<file path="config.mk">
export PLATFORM = sky130hd
export DESIGN_NAME = chained_scale_pitch_quantizer
export DESIGN_NICKNAME = d
export VERILOG_FILES = /design/src/csq_pkg.sv /design/src/chained_scale_pitch_quantizer.sv
export VERILOG_INCLUDE_DIRS = /design/src /design/src/src
export SDC_FILE = /design/constraint.sdc
export NUM_CORES = 1
export LEC_CHECK = 0
export ABC_CLOCK_PERIOD_IN_PS = 13500
export BUFFER_PORTS_ARGS = -buffer_cell sky130_fd_sc_hd__buf_2
export CAP_MARGIN = 0
export CORE_MARGIN = 2
export CORE_UTILIZATION = 45
export DETAILED_ROUTE_END_ITERATION = 10
export PLACE_DENSITY_LB_ADDON = 0.25
export SLEW_MARGIN = 20
export SYNTH_ARGS = -nofsm -noshare
export SYNTH_HDL_FRONTEND = slang
export SYNTH_SLANG_ARGS = --single-unit
export TNS_END_PERCENT = 100
</file>
<file path="constraint.sdc">
create_clock -name i_clk -period 13.5 [get_ports i_clk]
set_input_delay 1.35 -clock i_clk [delete_from_list [all_inputs] [get_ports i_clk]]
set_output_delay 1.35 -clock i_clk [all_outputs]
set_load 0.1 [all_outputs]
</file>
<file path="src/assert_macros.svh">
// assertion macros shared by the rtl files
// no dependencies; define NO_ASSERTIONS to compile them away
`ifndef ASSERT_MACROS_SVH
`define ASSERT_MACROS_SVH

`ifndef NO_ASSERTIONS

// property must hold at every clock edge outside reset
`define CSQ_ASSERT(lbl, clk, rst_n, prop, msg) \
    lbl: assert property (@(posedge clk) disable iff (!rst_n) prop) else $error(msg);

// expression must never be true outside reset
`define CSQ_NEVER(lbl, clk, rst_n, expr, msg) \
    lbl: assert property (@(posedge clk) disable iff (!rst_n) !(expr)) else $error(msg);

`else

`define CSQ_ASSERT(lbl, clk, rst_n, prop, msg)
`define CSQ_NEVER(lbl, clk, rst_n, expr, msg)

`endif

`endif

</file>
<file path="src/csq_pkg.sv">
// constants, mode codes and scale helper functions for the pitch quantizer
// no dependencies; used by chained_scale_pitch_quantizer
package csq_pkg;

    localparam int NUM_FIELDS = 5;   // harmonic fields in the chain, 1..8
    localparam int REG_FIELDS = 5;   // fields that own register bits
    localparam int PITCH_W    = 7;
    localparam int CLASS_W    = 4;
    localparam int FIELD_W    = 3;
    localparam int ROOT_W     = 4;
    localparam int MODE_W     = 5;
    localparam int ROOTS_W    = 20;
    localparam int MODES_W    = 25;
    localparam int CFG_W      = 25;
    localparam int RES_W      = NUM_FIELDS * PITCH_W;

    localparam logic CFG_ROOTS = 1'b0;
    localparam logic CFG_MODES = 1'b1;

    localparam logic [FIELD_W-1:0] LAST_FIELD = FIELD_W'(NUM_FIELDS - 1);
    localparam logic [ROOT_W-1:0]  ROOT_MAX   = 4'd11;

    localparam logic [MODE_W-1:0] MODE_MAJOR      = 5'd0;
    localparam logic [MODE_W-1:0] MODE_MINOR      = 5'd1;
    localparam logic [MODE_W-1:0] MODE_HARM_MINOR = 5'd2;
    localparam logic [MODE_W-1:0] MODE_DORIAN     = 5'd3;
    localparam logic [MODE_W-1:0] MODE_PHRYGIAN   = 5'd4;
    localparam logic [MODE_W-1:0] MODE_LYDIAN     = 5'd5;
    localparam logic [MODE_W-1:0] MODE_MIXOLYDIAN = 5'd6;
    localparam logic [MODE_W-1:0] MODE_LOCRIAN    = 5'd7;
    localparam logic [MODE_W-1:0] MODE_MAJ7       = 5'd8;
    localparam logic [MODE_W-1:0] MODE_DOM7       = 5'd9;
    localparam logic [MODE_W-1:0] MODE_MAJ6       = 5'd10;
    localparam logic [MODE_W-1:0] MODE_MIN6       = 5'd11;
    localparam logic [MODE_W-1:0] MODE_SIX_FOUR   = 5'd12;
    localparam logic [MODE_W-1:0] MODE_MIN_SIX_FOUR = 5'd13;
    localparam logic [MODE_W-1:0] MODE_SIX_FIVE   = 5'd14;
    localparam logic [MODE_W-1:0] MODE_MIN_SIX_FIVE = 5'd15;
    localparam logic [MODE_W-1:0] MODE_FIVE_FOUR  = 5'd16;
    localparam logic [MODE_W-1:0] MODE_FOUR_TWO   = 5'd17;

    // pitch classes of each mode on root c, bit n = class n
    function automatic logic [11:0] mode_mask(input logic [MODE_W-1:0] mode);
        logic [11:0] m;
        unique case (mode)
            MODE_MAJOR:        m = 12'hAB5;
            MODE_MINOR:        m = 12'h5AD;
            MODE_HARM_MINOR:   m = 12'h9AD;
            MODE_DORIAN:       m = 12'h6AD;
            MODE_PHRYGIAN:     m = 12'h5AB;
            MODE_LYDIAN:       m = 12'hAD5;
            MODE_MIXOLYDIAN:   m = 12'h6B5;
            MODE_LOCRIAN:      m = 12'h56B;
            MODE_MAJ7:         m = 12'h891;
            MODE_DOM7:         m = 12'h491;
            MODE_MAJ6:         m = 12'h211;
            MODE_MIN6:         m = 12'h209;
            MODE_SIX_FOUR:     m = 12'h221;
            MODE_MIN_SIX_FOUR: m = 12'h121;
            MODE_SIX_FIVE:     m = 12'h149;
            MODE_MIN_SIX_FIVE: m = 12'h291;
            MODE_FIVE_FOUR:    m = 12'h0A1;
            MODE_FOUR_TWO:     m = 12'h025;
            default:           m = 12'hAB5;   // unused codes read as major
        endcase
        return m;
    endfunction

    // rotate a class mask up by r classes, r below 12
    function automatic logic [11:0] rotl12(input logic [11:0] m, input logic [CLASS_W-1:0] r);
        logic [23:0] t;
        t = {m, m} << r;
        return t[23:12];
    endfunction

    // rotate a class mask down by r classes, r below 12
    function automatic logic [11:0] rotr12(input logic [11:0] m, input logic [CLASS_W-1:0] r);
        logic [23:0] t;
        t = {m, m} >> r;
        return t[11:0];
    endfunction

    // position of the lowest set bit
    function automatic logic [CLASS_W-1:0] first_set12(input logic [11:0] m);
        logic [CLASS_W-1:0] d;
        d = '0;
        for (int k = 11; k >= 0; k--) begin
            if (m[k]) begin
                d = CLASS_W'(k);
            end
        end
        return d;
    endfunction

    // pitch class of a note number: reciprocal multiply, exact below 128
    function automatic logic [CLASS_W-1:0] mod12(input logic [PITCH_W-1:0] p);
        logic [12:0] prod;
        logic [3:0]  q;
        logic [7:0]  rem;
        prod = {6'd0, p} * 13'd43;
        q    = prod[12:9];
        rem  = {1'b0, p} - ({1'b0, q, 3'b000} + {2'b00, q, 2'b00});
        return rem[CLASS_W-1:0];
    endfunction

    // scale of one field as a 12-bit class mask
    function automatic logic [11:0] class_mask(input logic [ROOT_W-1:0] root,
                                               input logic [MODE_W-1:0] mode);
        logic [ROOT_W-1:0] r;
        r = (root > ROOT_MAX) ? ROOT_MAX : root;
        return rotl12(mode_mask(mode), r);
    endfunction

endpackage

</file>
<file path="src/chained_scale_pitch_quantizer.sv">
// top level of the chained scale pitch quantizer: field pipeline and result serializer
// depends on csq_pkg and assert_macros.svh
//
// A note number request enters and runs through a chain of NUM_FIELDS harmonic
// fields, one pipeline stage per field. Each field raises the pitch it gets to
// the nearest pitch of its scale at or above it and hands that on; when no such
// pitch lies at or below 127 the result is flagged not found and the pitch goes
// on unchanged. Every note yields NUM_FIELDS results in field order, the last one
// marked. A new note can enter in every cycle while the pipeline has room, but
// results leave one per cycle through the serializer while i_stall is low, so
// a note leaves the last field stage only once every result of the note before
// it is taken. A note is registered in stage 0, passes field stages 1 to N and
// then the serializer buffer, which shows its first result. Configuration writes
// take effect at the write edge; the scale masks are rebuilt in the same cycle.
module chained_scale_pitch_quantizer (
    input  logic                          i_clk,
    input  logic                          i_rst_n,
    // configuration write port
    input  logic                          i_cfg_we,
    input  logic                          i_cfg_idx,
    input  logic [csq_pkg::CFG_W-1:0]     i_cfg_data,
    // note request channel
    input  logic                          i_valid,
    output logic                          o_stall,
    input  logic [csq_pkg::PITCH_W-1:0]   i_pitch_in,
    // result channel
    output logic                          o_valid,
    input  logic                          i_stall,
    output logic [csq_pkg::PITCH_W-1:0]   o_pitch_out,
    output logic [csq_pkg::FIELD_W-1:0]   o_field_index,
    output logic                          o_found,
    output logic                          o_last_result
);

    localparam int N = csq_pkg::NUM_FIELDS;

    // configuration registers and derived scale masks
    logic [csq_pkg::ROOTS_W-1:0] r_roots;
    logic [csq_pkg::MODES_W-1:0] r_modes;
    logic [csq_pkg::ROOTS_W-1:0] n_roots;
    logic [csq_pkg::MODES_W-1:0] n_modes;
    logic [11:0]                 r_mask [N];
    logic [11:0]                 n_mask [N];

    // pipeline: stage 0 holds the incoming note, stage s holds it after field s-1
    logic [N:0]                      r_vld;
    logic [N:0]                      w_load;
    logic [N:0]                      w_go;
    logic [csq_pkg::PITCH_W-1:0]     r_pitch [N+1];
    logic [csq_pkg::CLASS_W-1:0]     r_cls   [N+1];
    logic [csq_pkg::RES_W-1:0]       r_rp    [N+1];
    logic [N-1:0]                    r_rf    [N+1];

    // result serializer
    logic                            r_sv;
    logic [csq_pkg::FIELD_W-1:0]     r_idx;
    logic [csq_pkg::RES_W-1:0]       r_bp;
    logic [N-1:0]                    r_bf;
    logic                            w_out_acc;
    logic                            w_out_last;
    logic                            w_buf_take;

    // ---------------------------------------------------------------- config
    always_comb begin
        n_roots = r_roots;
        n_modes = r_modes;
        if (i_cfg_we && i_cfg_idx == csq_pkg::CFG_ROOTS) begin
            n_roots = i_cfg_data[csq_pkg::ROOTS_W-1:0];
        end
        if (i_cfg_we && i_cfg_idx == csq_pkg::CFG_MODES) begin
            n_modes = i_cfg_data[csq_pkg::MODES_W-1:0];
        end
    end

    // fields past the register bits read root c, major
    for (genvar f = 0; f < N; f++) begin : g_mask
        if (f < csq_pkg::REG_FIELDS) begin : g_reg
            assign n_mask[f] = csq_pkg::class_mask(n_roots[4*f +: 4], n_modes[5*f +: 5]);
        end else begin : g_def
            assign n_mask[f] = csq_pkg::class_mask('0, csq_pkg::MODE_MAJOR);
        end
    end

    always_ff @(posedge i_clk) begin
        if (!i_rst_n) begin
            r_roots <= '0;
            r_modes <= '0;
            for (int f = 0; f < N; f++) begin
                r_mask[f] <= csq_pkg::class_mask('0, csq_pkg::MODE_MAJOR);
            end
        end else if (i_cfg_we) begin
            r_roots <= n_roots;
            r_modes <= n_modes;
            for (int f = 0; f < N; f++) begin
                r_mask[f] <= n_mask[f];
            end
        end
    end

    // ------------------------------------------------------ pipeline control
    // a stage loads when it is empty or its content moves on this cycle
    assign w_go[N] = r_vld[N] && w_buf_take;
    for (genvar s = 0; s <= N; s++) begin : g_ctl
        assign w_load[s] = !r_vld[s] || w_go[s];
        if (s < N) begin : g_go
            assign w_go[s] = r_vld[s] && w_load[s+1];
        end
    end

    assign o_stall = !w_load[0];

    // stage 0: register the note and its pitch class
    always_ff @(posedge i_clk) begin
        if (!i_rst_n) begin
            r_vld[0] <= 1'b0;
        end else if (w_load[0]) begin
            r_vld[0] <= i_valid;
        end
    end

    always_ff @(posedge i_clk) begin
        if (w_load[0] && i_valid) begin
            r_pitch[0] <= i_pitch_in;
            r_cls[0]   <= csq_pkg::mod12(i_pitch_in);
            r_rp[0]    <= '0;
            r_rf[0]    <= '0;
        end
    end

    // ---------------------------------------------------------- field stages
    for (genvar s = 1; s <= N; s++) begin : g_field
        logic [11:0]                 w_rot;
        logic [csq_pkg::CLASS_W-1:0] w_dist;
        logic [7:0]                  w_sum;
        logic [4:0]                  w_csum;
        logic                        w_hit;
        logic [csq_pkg::CLASS_W-1:0] w_ncls;
        logic [csq_pkg::PITCH_W-1:0] w_npitch;
        logic [csq_pkg::CLASS_W-1:0] w_ocls;
        logic [csq_pkg::RES_W-1:0]   n_rp;
        logic [N-1:0]                n_rf;

        always_comb begin
            // distance to the next scale class at or above the current one
            w_rot    = csq_pkg::rotr12(r_mask[s-1], r_cls[s-1]);
            w_dist   = csq_pkg::first_set12(w_rot);
            w_sum    = {1'b0, r_pitch[s-1]} + {4'd0, w_dist};
            w_hit    = !w_sum[7];
            w_csum   = {1'b0, r_cls[s-1]} + {1'b0, w_dist};
            w_ncls   = (w_csum >= 5'd12) ? 4'(w_csum - 5'd12) : w_csum[3:0];
            // past the top of the range the pitch goes on unchanged
            w_npitch = w_hit ? w_sum[6:0] : r_pitch[s-1];
            w_ocls   = w_hit ? w_ncls : r_cls[s-1];
            n_rp     = r_rp[s-1];
            n_rp[(s-1)*csq_pkg::PITCH_W +: csq_pkg::PITCH_W] = w_npitch;
            n_rf     = r_rf[s-1];
            n_rf[s-1] = w_hit;
        end

        always_ff @(posedge i_clk) begin
            if (!i_rst_n) begin
                r_vld[s] <= 1'b0;
            end else if (w_load[s]) begin
                r_vld[s] <= r_vld[s-1];
            end
        end

        always_ff @(posedge i_clk) begin
            if (w_load[s] && r_vld[s-1]) begin
                r_pitch[s] <= w_npitch;
                r_cls[s]   <= w_ocls;
                r_rp[s]    <= n_rp;
                r_rf[s]    <= n_rf;
            end
        end
    end

    // ------------------------------------------------------ result serializer
    assign w_out_acc  = r_sv && !i_stall;
    assign w_out_last = (r_idx == csq_pkg::LAST_FIELD);
    // buffer takes the next note when it is empty or once its last result is delivered
    assign w_buf_take = !r_sv || (w_out_acc && w_out_last);

    always_ff @(posedge i_clk) begin
        if (!i_rst_n) begin
            r_sv  <= 1'b0;
            r_idx <= '0;
        end else if (w_buf_take) begin
            r_sv  <= r_vld[N];
            r_idx <= '0;
        end else if (w_out_acc) begin
            r_idx <= r_idx + 3'd1;
        end
    end

    always_ff @(posedge i_clk) begin
        if (w_go[N]) begin
            r_bp <= r_rp[N];
            r_bf <= r_rf[N];
        end
    end

    assign o_valid       = r_sv;
    assign o_pitch_out   = r_bp[r_idx*csq_pkg::PITCH_W +: csq_pkg::PITCH_W];
    assign o_field_index = r_idx;
    assign o_found       = r_bf[r_idx];
    assign o_last_result = w_out_last;

    // ------------------------------------------------------------ assertions
`include "assert_macros.svh"

    // serializer index never runs past the final field
    `CSQ_NEVER(a_idx_range, i_clk, i_rst_n, r_sv && (r_idx > csq_pkg::LAST_FIELD), "result index out of range")

    // after a non-final result is taken the next field of the same note follows
    `CSQ_ASSERT(a_field_order, i_clk, i_rst_n, (o_valid && !i_stall && !o_last_result) |=> (o_valid && (r_idx == $past(r_idx) + 3'd1)), "results out of field order")

    // the request side is only held off when the entry stage is occupied
    `CSQ_NEVER(a_stall_empty, i_clk, i_rst_n, o_stall && !r_vld[0], "stall with empty entry stage")

endmodule
</file>
== Yosys cells after proc, flatten, opt, wreduce, memory -nomap -nowiden ==
Memory sizes are Yosys's and may differ from the RTL's. A register that Yosys moved wholly into a read port is not among the register bits.
Cells that the tools add are included.

* Logic and storage cells: 208
* Memory bits (read-only): 1,760
* Memories: 10
* Bits in registers: 55
* Memory bits (writable): 366
* Output and inout port bits: 14

* Eq/ne operators: 1
* Shifts and indexed selects: 11
* Reductions and logical operators: 33
* Add/subtract/negate cells: 18
* Multipliers: 2
* Magnitude comparators: 11
* Multiplexer cells: 105
* Bitwise logic cells: 7

{| class="wikitable"
|+ Memories
! name !! depth !! width !! read ports !! clocked after memory_dff !! write ports !! line !! RTL
|-
| (name not given) || 32 || 11 || 1 || 0 || 0 || csq_pkg.sv:45 || <nowiki>unique case (mode)</nowiki>
|-
| (name not given) || 32 || 11 || 1 || 0 || 0 || csq_pkg.sv:45 ||
|-
| (name not given) || 32 || 11 || 1 || 0 || 0 || csq_pkg.sv:45 ||
|-
| (name not given) || 32 || 11 || 1 || 0 || 0 || csq_pkg.sv:45 ||
|-
| (name not given) || 32 || 11 || 1 || 0 || 0 || csq_pkg.sv:45 ||
|-
| r_rp || 6 || 35 || 6 || 1 || 6 || chained_scale_pitch_quantizer.sv:51 || <nowiki>logic [csq_pkg::RES_W-1:0] r_rp [N+1];</nowiki>
|-
| +4 memories || - || - || - || - || - || - ||
|}

{| class="wikitable"
|+ Operators with widths
! operator !! number
|-
| 4-bit two-way mux || 75
|-
| 24-bit by 4-bit left shift with 24-bit output || 5
|-
| 24-bit by 4-bit >> shifter with 12-bit output || 5
|-
| 12-bit two-way mux || 5
|-
| 7-bit by 4-bit adder with 8-bit output || 5
|-
| 7-bit two-way mux || 5
|-
| 35-bit by 7-bit indexed part select with 7-bit output || 1
|-
| 4-bit by 4-bit adder with 5-bit output || 5
|-
| 5-bit by 4-bit greater-or-equal comparator with 1-bit output, second input constant || 5
|-
| 25-bit two-way mux || 1
|-
| 4-bit > comparator, second input constant || 5
|-
| 20-bit two-way mux || 1
|-
| 4-bit subtractor, second input constant || 5
|-
| 1-bit two-way mux || 17
|-
| 1-bit zero test || 14
|-
| 1-bit logical AND || 11
|-
| 7-bit by 6-bit multiplier with 11-bit output, second input constant || 1
|-
| 1-bit logical OR || 7
|-
| 3-bit by 3-bit multiplier with 6-bit output, second input constant || 1
|-
| 1-bit OR || 5
|-
| 4-bit adder || 1
|-
| 3-bit by 4-bit < comparator with 1-bit output, second input constant || 1
|-
| 4-bit subtractor || 1
|-
| 3-bit by 1-bit adder with 3-bit output, second input constant || 1
|-
| 4 further kinds || 5
|}

== Longest topological paths before layout ==
* Depth after elaboration: 19
* Gate-level depth with buffers: 24

== Least setup slack after synthesis ==
Ideal clock, no wire load.

* Path kind: flip-flop to output port
* From: register r_idx, in the netlist o_field_index[0]
* To: output o_found
* Slack: 8.186 ns
* Arrival time: 3.964 ns
* Path buffers: 1
* Stages on the path, launching flop included: 5
* Required time: 12.150 ns
* Path through: dfxtp_1 clkbuf_1 mux4_2 inv_1 o21ai_0

* Word-level cells in the longest chain between the ends: 2

{| class="wikitable"
|+ RTL lines
! element !! line !! RTL
|-
| start: declaration || chained_scale_pitch_quantizer.sv:56 || <nowiki>logic [csq_pkg::FIELD_W-1:0] r_idx;</nowiki>
|-
| start signal: assignment || chained_scale_pitch_quantizer.sv:192 || <nowiki>r_idx <= r_idx + 3'd1;</nowiki>
|-
| 1-bit binary-select mux with 3-bit select || chained_scale_pitch_quantizer.sv:206 || <nowiki>assign o_found = r_bf[r_idx];</nowiki>
|-
| 1-bit two-way mux (not written as such) || chained_scale_pitch_quantizer.sv:206 ||
|-
| end: declaration || chained_scale_pitch_quantizer.sv:31 || <nowiki>output logic o_found,</nowiki>
|}

No other way between the ends. The select of a mux whose other input is x is not followed.

==> results.sh <==
export IMPL_max_cap_violations=0
export IMPL_numPortBuffers=51
export IMPL_grt_use_total_pct=20.3
export IMPL_cts_sinks=302
export IMPL_htree_levels=2
export IMPL_async_flop_share_pct=0
export IMPL_grt_pass1_wl_mm=91.7
export IMPL_start_util_pct=45.7
export IMPL_yosysWarnings=0
export IMPL_setup_viol=0
export IMPL_max_freq_mhz=173
export IMPL_finClkSkew_ns=0.0192
export IMPL_wl_per_cell_um=18.1
export IMPL_synth_edf_count=247
export IMPL_gr_usage_met1_pct=26.7
export IMPL_ys_seq_elements=302
export IMPL_cp_arrival_ns=6.06
export IMPL_startpoint_type="register"
export IMPL_ant_nets=0
export IMPL_post_cts_resized=0
export IMPL_coreArea_mm2=0.0516
export IMPL_die_h_um=233
export IMPL_period_share_pct=42.8
export IMPL_syn_cell_area_mm2=0.0236
export IMPL_status="complete, no violations"
export IMPL_nets=2474
export IMPL_antenna_found_initial=0
export IMPL_cp_required_ns=13.79
export IMPL_gp_congestion=0.903
export IMPL_relSlewSlack_pct=30.4
export IMPL_busiest_layer="met2"
export IMPL_final_max_slew_viol_count=0
export IMPL_ys_types=95
export IMPL_worst_pin_slew_ns=1.02
export IMPL_die_area_mm2=0.0543
export IMPL_vias=18700
export IMPL_path_class="register to register"
export IMPL_cts_setup_buffers=0
export IMPL_cts_clk_slew_worst_paths_ns=0.06
export IMPL_hpwlAfterDp_mm=39.0
export IMPL_synthToLayoutAreaGrowth_pct=8.56
export IMPL_cpMostUsedCell="ha_1"
export IMPL_hold_viol_final=0
export IMPL_r2r_slack_ns=7.73
export IMPL_hold_class="register to register"
export IMPL_cts_buffers=37
export IMPL_cts_tree="yes"
export IMPL_syn_avg_cell_area_um2=9.94
export IMPL_grt_pass1_vias=18100
export IMPL_drive_gt1_share_pct=16.5
export IMPL_tns_ns=0
export IMPL_rsz0062_at_grt="false"
export IMPL_critPathMaxStageDelay_ns=0.39
export IMPL_cts_hold_buf=0
export IMPL_syn_num_nets=2513
export IMPL_gr_usage_met2_pct=34.7
export IMPL_drc=0
export IMPL_yosysTopAreaCellShare_pct=31.4
export IMPL_die_w_um=233
export IMPL_crit_path_end_kind="register"
export IMPL_powerDensity_mw_per_mm2=144
export IMPL_grtUsageMet3_pct=2.76
export IMPL_io_pins=52
export IMPL_synth_ff_type="edfxtp_1"
export IMPL_peakVddDrop_mv=0.0829
export IMPL_synth_cells=2374
export IMPL_p_leak_nw=9.49
export IMPL_critPathSlowestCell="o31ai_1"
export IMPL_cts_root_buffer="clkbuf_16"
export IMPL_clockBufferDepth=3
export IMPL_vias_per_cell=6.13
export IMPL_num_rows=83
export IMPL_grt_max_degree=67
export IMPL_clkLatencyLatePin_ns=0.56
export IMPL_worstPathMaxFanout=33
export IMPL_drtIter0Drc=1269
export IMPL_p_total_mw=3.68
export IMPL_period_minus_slack_ns=5.77
export IMPL_ys_top_cells_by_area="edfxtp_1 31%, mux4_2 8.6%, mux2i_1 5.3%"
export IMPL_critical_path_cell_chain="buf_4, inv_1, o31ai_1, a21oi_1, o31a_1, a221oi_1, o311a_1, o221ai_1, a221oi_1, o21ai_0, ha_1, ha_1, a31oi_1, xnor2_1, ha_1, a21o_1, or2_2, nor2_1, a32oi_1, o211ai_1, o41a_1"
export IMPL_drt_pass1_iterations=8
export IMPL_antenna_cells=0
export IMPL_yosys_area_top_type="edfxtp_1"
export IMPL_overflow=0
export IMPL_yosysSeqAreaShare_pct=36.1
export IMPL_wl_mm=55.0
[through the flow]
step	utilization (%)	setup slack [ns]	std cells	hold WS, ns	area [um^2]
global placement	47.0	7.93	2974	0.401	24300
global route	49.6	7.33	3044	0.407	25600
floorplan	-	8.19	2374	0.400	23600
CTS	49.5	7.86	3042	0.399	25600
finish	49.6	7.73	3044	0.407	25600
detailed placement	47.1	7.93	2974	0.405	24300
[cells by family (layout without fill, tap and decap cells)]
family          after synthesis  in the layout  synth area share (%)
fa+ha+maj                   104            104                  5.71
flops                       302            302                  36.1
simple gates                719            719                  14.8
compound gates              658            658                  19.5
buf+inv                     248            238                  4.17
mux                         310            310                  18.4
xor+xnor                     33             33                  1.23
[flip-flops by register name (all words and copies together), names as in the netlist]
register       flops
r_rp              87
r_mask            60
r_bp              35
r_modes           25
r_pitch           25
r_cls             20
r_roots           20
r_rf              15
r_vld              6
r_bf               5
o_field_index      3
o_valid            1
[layout by cell type (no fill, tap or decap), types with 37 or more instances in the layout]
master | Yosys | routed
edfxtp_1 | 247 | 247
nand2_1 | 213 | 212
nor2_1 | 167 | 167
a21oi_1 | 134 | 133
mux2i_1 | 126 | 122
o21ai_0 | 113 | 110
ha_1 | 94 | 94
mux2_2 | 93 | 93
mux4_2 | 90 | 90
inv_1 | 87 | 87
nand3_1 | 60 | 60
and2_1 | 55 | 55
dfxtp_1 | 55 | 55
o211ai_1 | 53 | 53
nor3_1 | 51 | 51
buf_2 | 25 | 51
a211oi_1 | 48 | 48
nor2b_1 | 45 | 40
a31oi_1 | 40 | 40
clkbuf_16 | 0 | 37
[synth_stat cells, drive strengths merged (10+ instances only)]
| cell type | n |
|---|---|
| a21bo | 16 |
| buf | 41 |
| nand3 | 60 |
| nor3 | 51 |
| a31oi | 40 |
| a211o | 15 |
| nand2b | 19 |
| o21a | 23 |
| o211ai | 54 |
| o22ai | 16 |
| a21boi | 24 |
| a21oi | 135 |
| ha | 94 |
| nand4 | 11 |
| o21ai | 118 |
| a221oi | 10 |
| a211oi | 48 |
| edfxtp | 247 |
| a21o | 20 |
| and3 | 29 |
| nor3b | 13 |
| dfxtp | 55 |
| nand2 | 213 |
| mux4 | 90 |
| nor2b | 45 |
| xnor2 | 25 |
| a31o | 13 |
| mux2 | 94 |
| o31ai | 13 |
| nor2 | 167 |
| inv | 90 |
| or2 | 18 |
| clkbuf | 113 |
| mux2i | 126 |
| and2 | 57 |
[final timing paths]
check	from	endpoint	cells past startpoint
setup / recovery	r_cls[0][1]	r_cls[1][2]	21
hold / removal	r_rp[2][1]	r_rp[3][1]	0
setup reg to reg	r_cls[0][1]	r_cls[1][2]	21
hold reg to reg	r_rp[2][1]	r_rp[3][1]	0
[where the power goes]
group	total (mW)	switching [mW]	internal [mW]	leakage [nW]
clock	1.02	0.399	0.623	0.616
combinational	1.48	0.819	0.666	6.17
sequential	1.17	0.0823	1.09	2.70
[critical path: cells and delay by family, from the launching register on]
kind	cells	cell delay (ns)
XOR/XNOR	1	0.20
buffers and inverters	2	0.67
AO/OA/AOI/OAI	13	3.31
AND/OR/NAND/NOR	2	0.22
flip-flops	1	0.32
adder cells (fa/ha/maj)	3	0.77
[cell type report]
cell class | count | area, um^2
inverters | 94 | 353
repair buffers | 76 | 468
well taps | 680 | 851
flip-flops and latches | 302 | 8520
fillers | 4573 | 26000
multi-input cells | 1824 | 14200
clock inverters | 19 | 264
clock buffers | 49 | 1000
[layer usage]
layer	share of wire [%]	up-vias
li1	-	9006
met1	44	9021
met2	48	538
met3	5.0	102
met4	2.3	0
met5	0	-
Note: power is estimated with default switching activity, not from simulation.
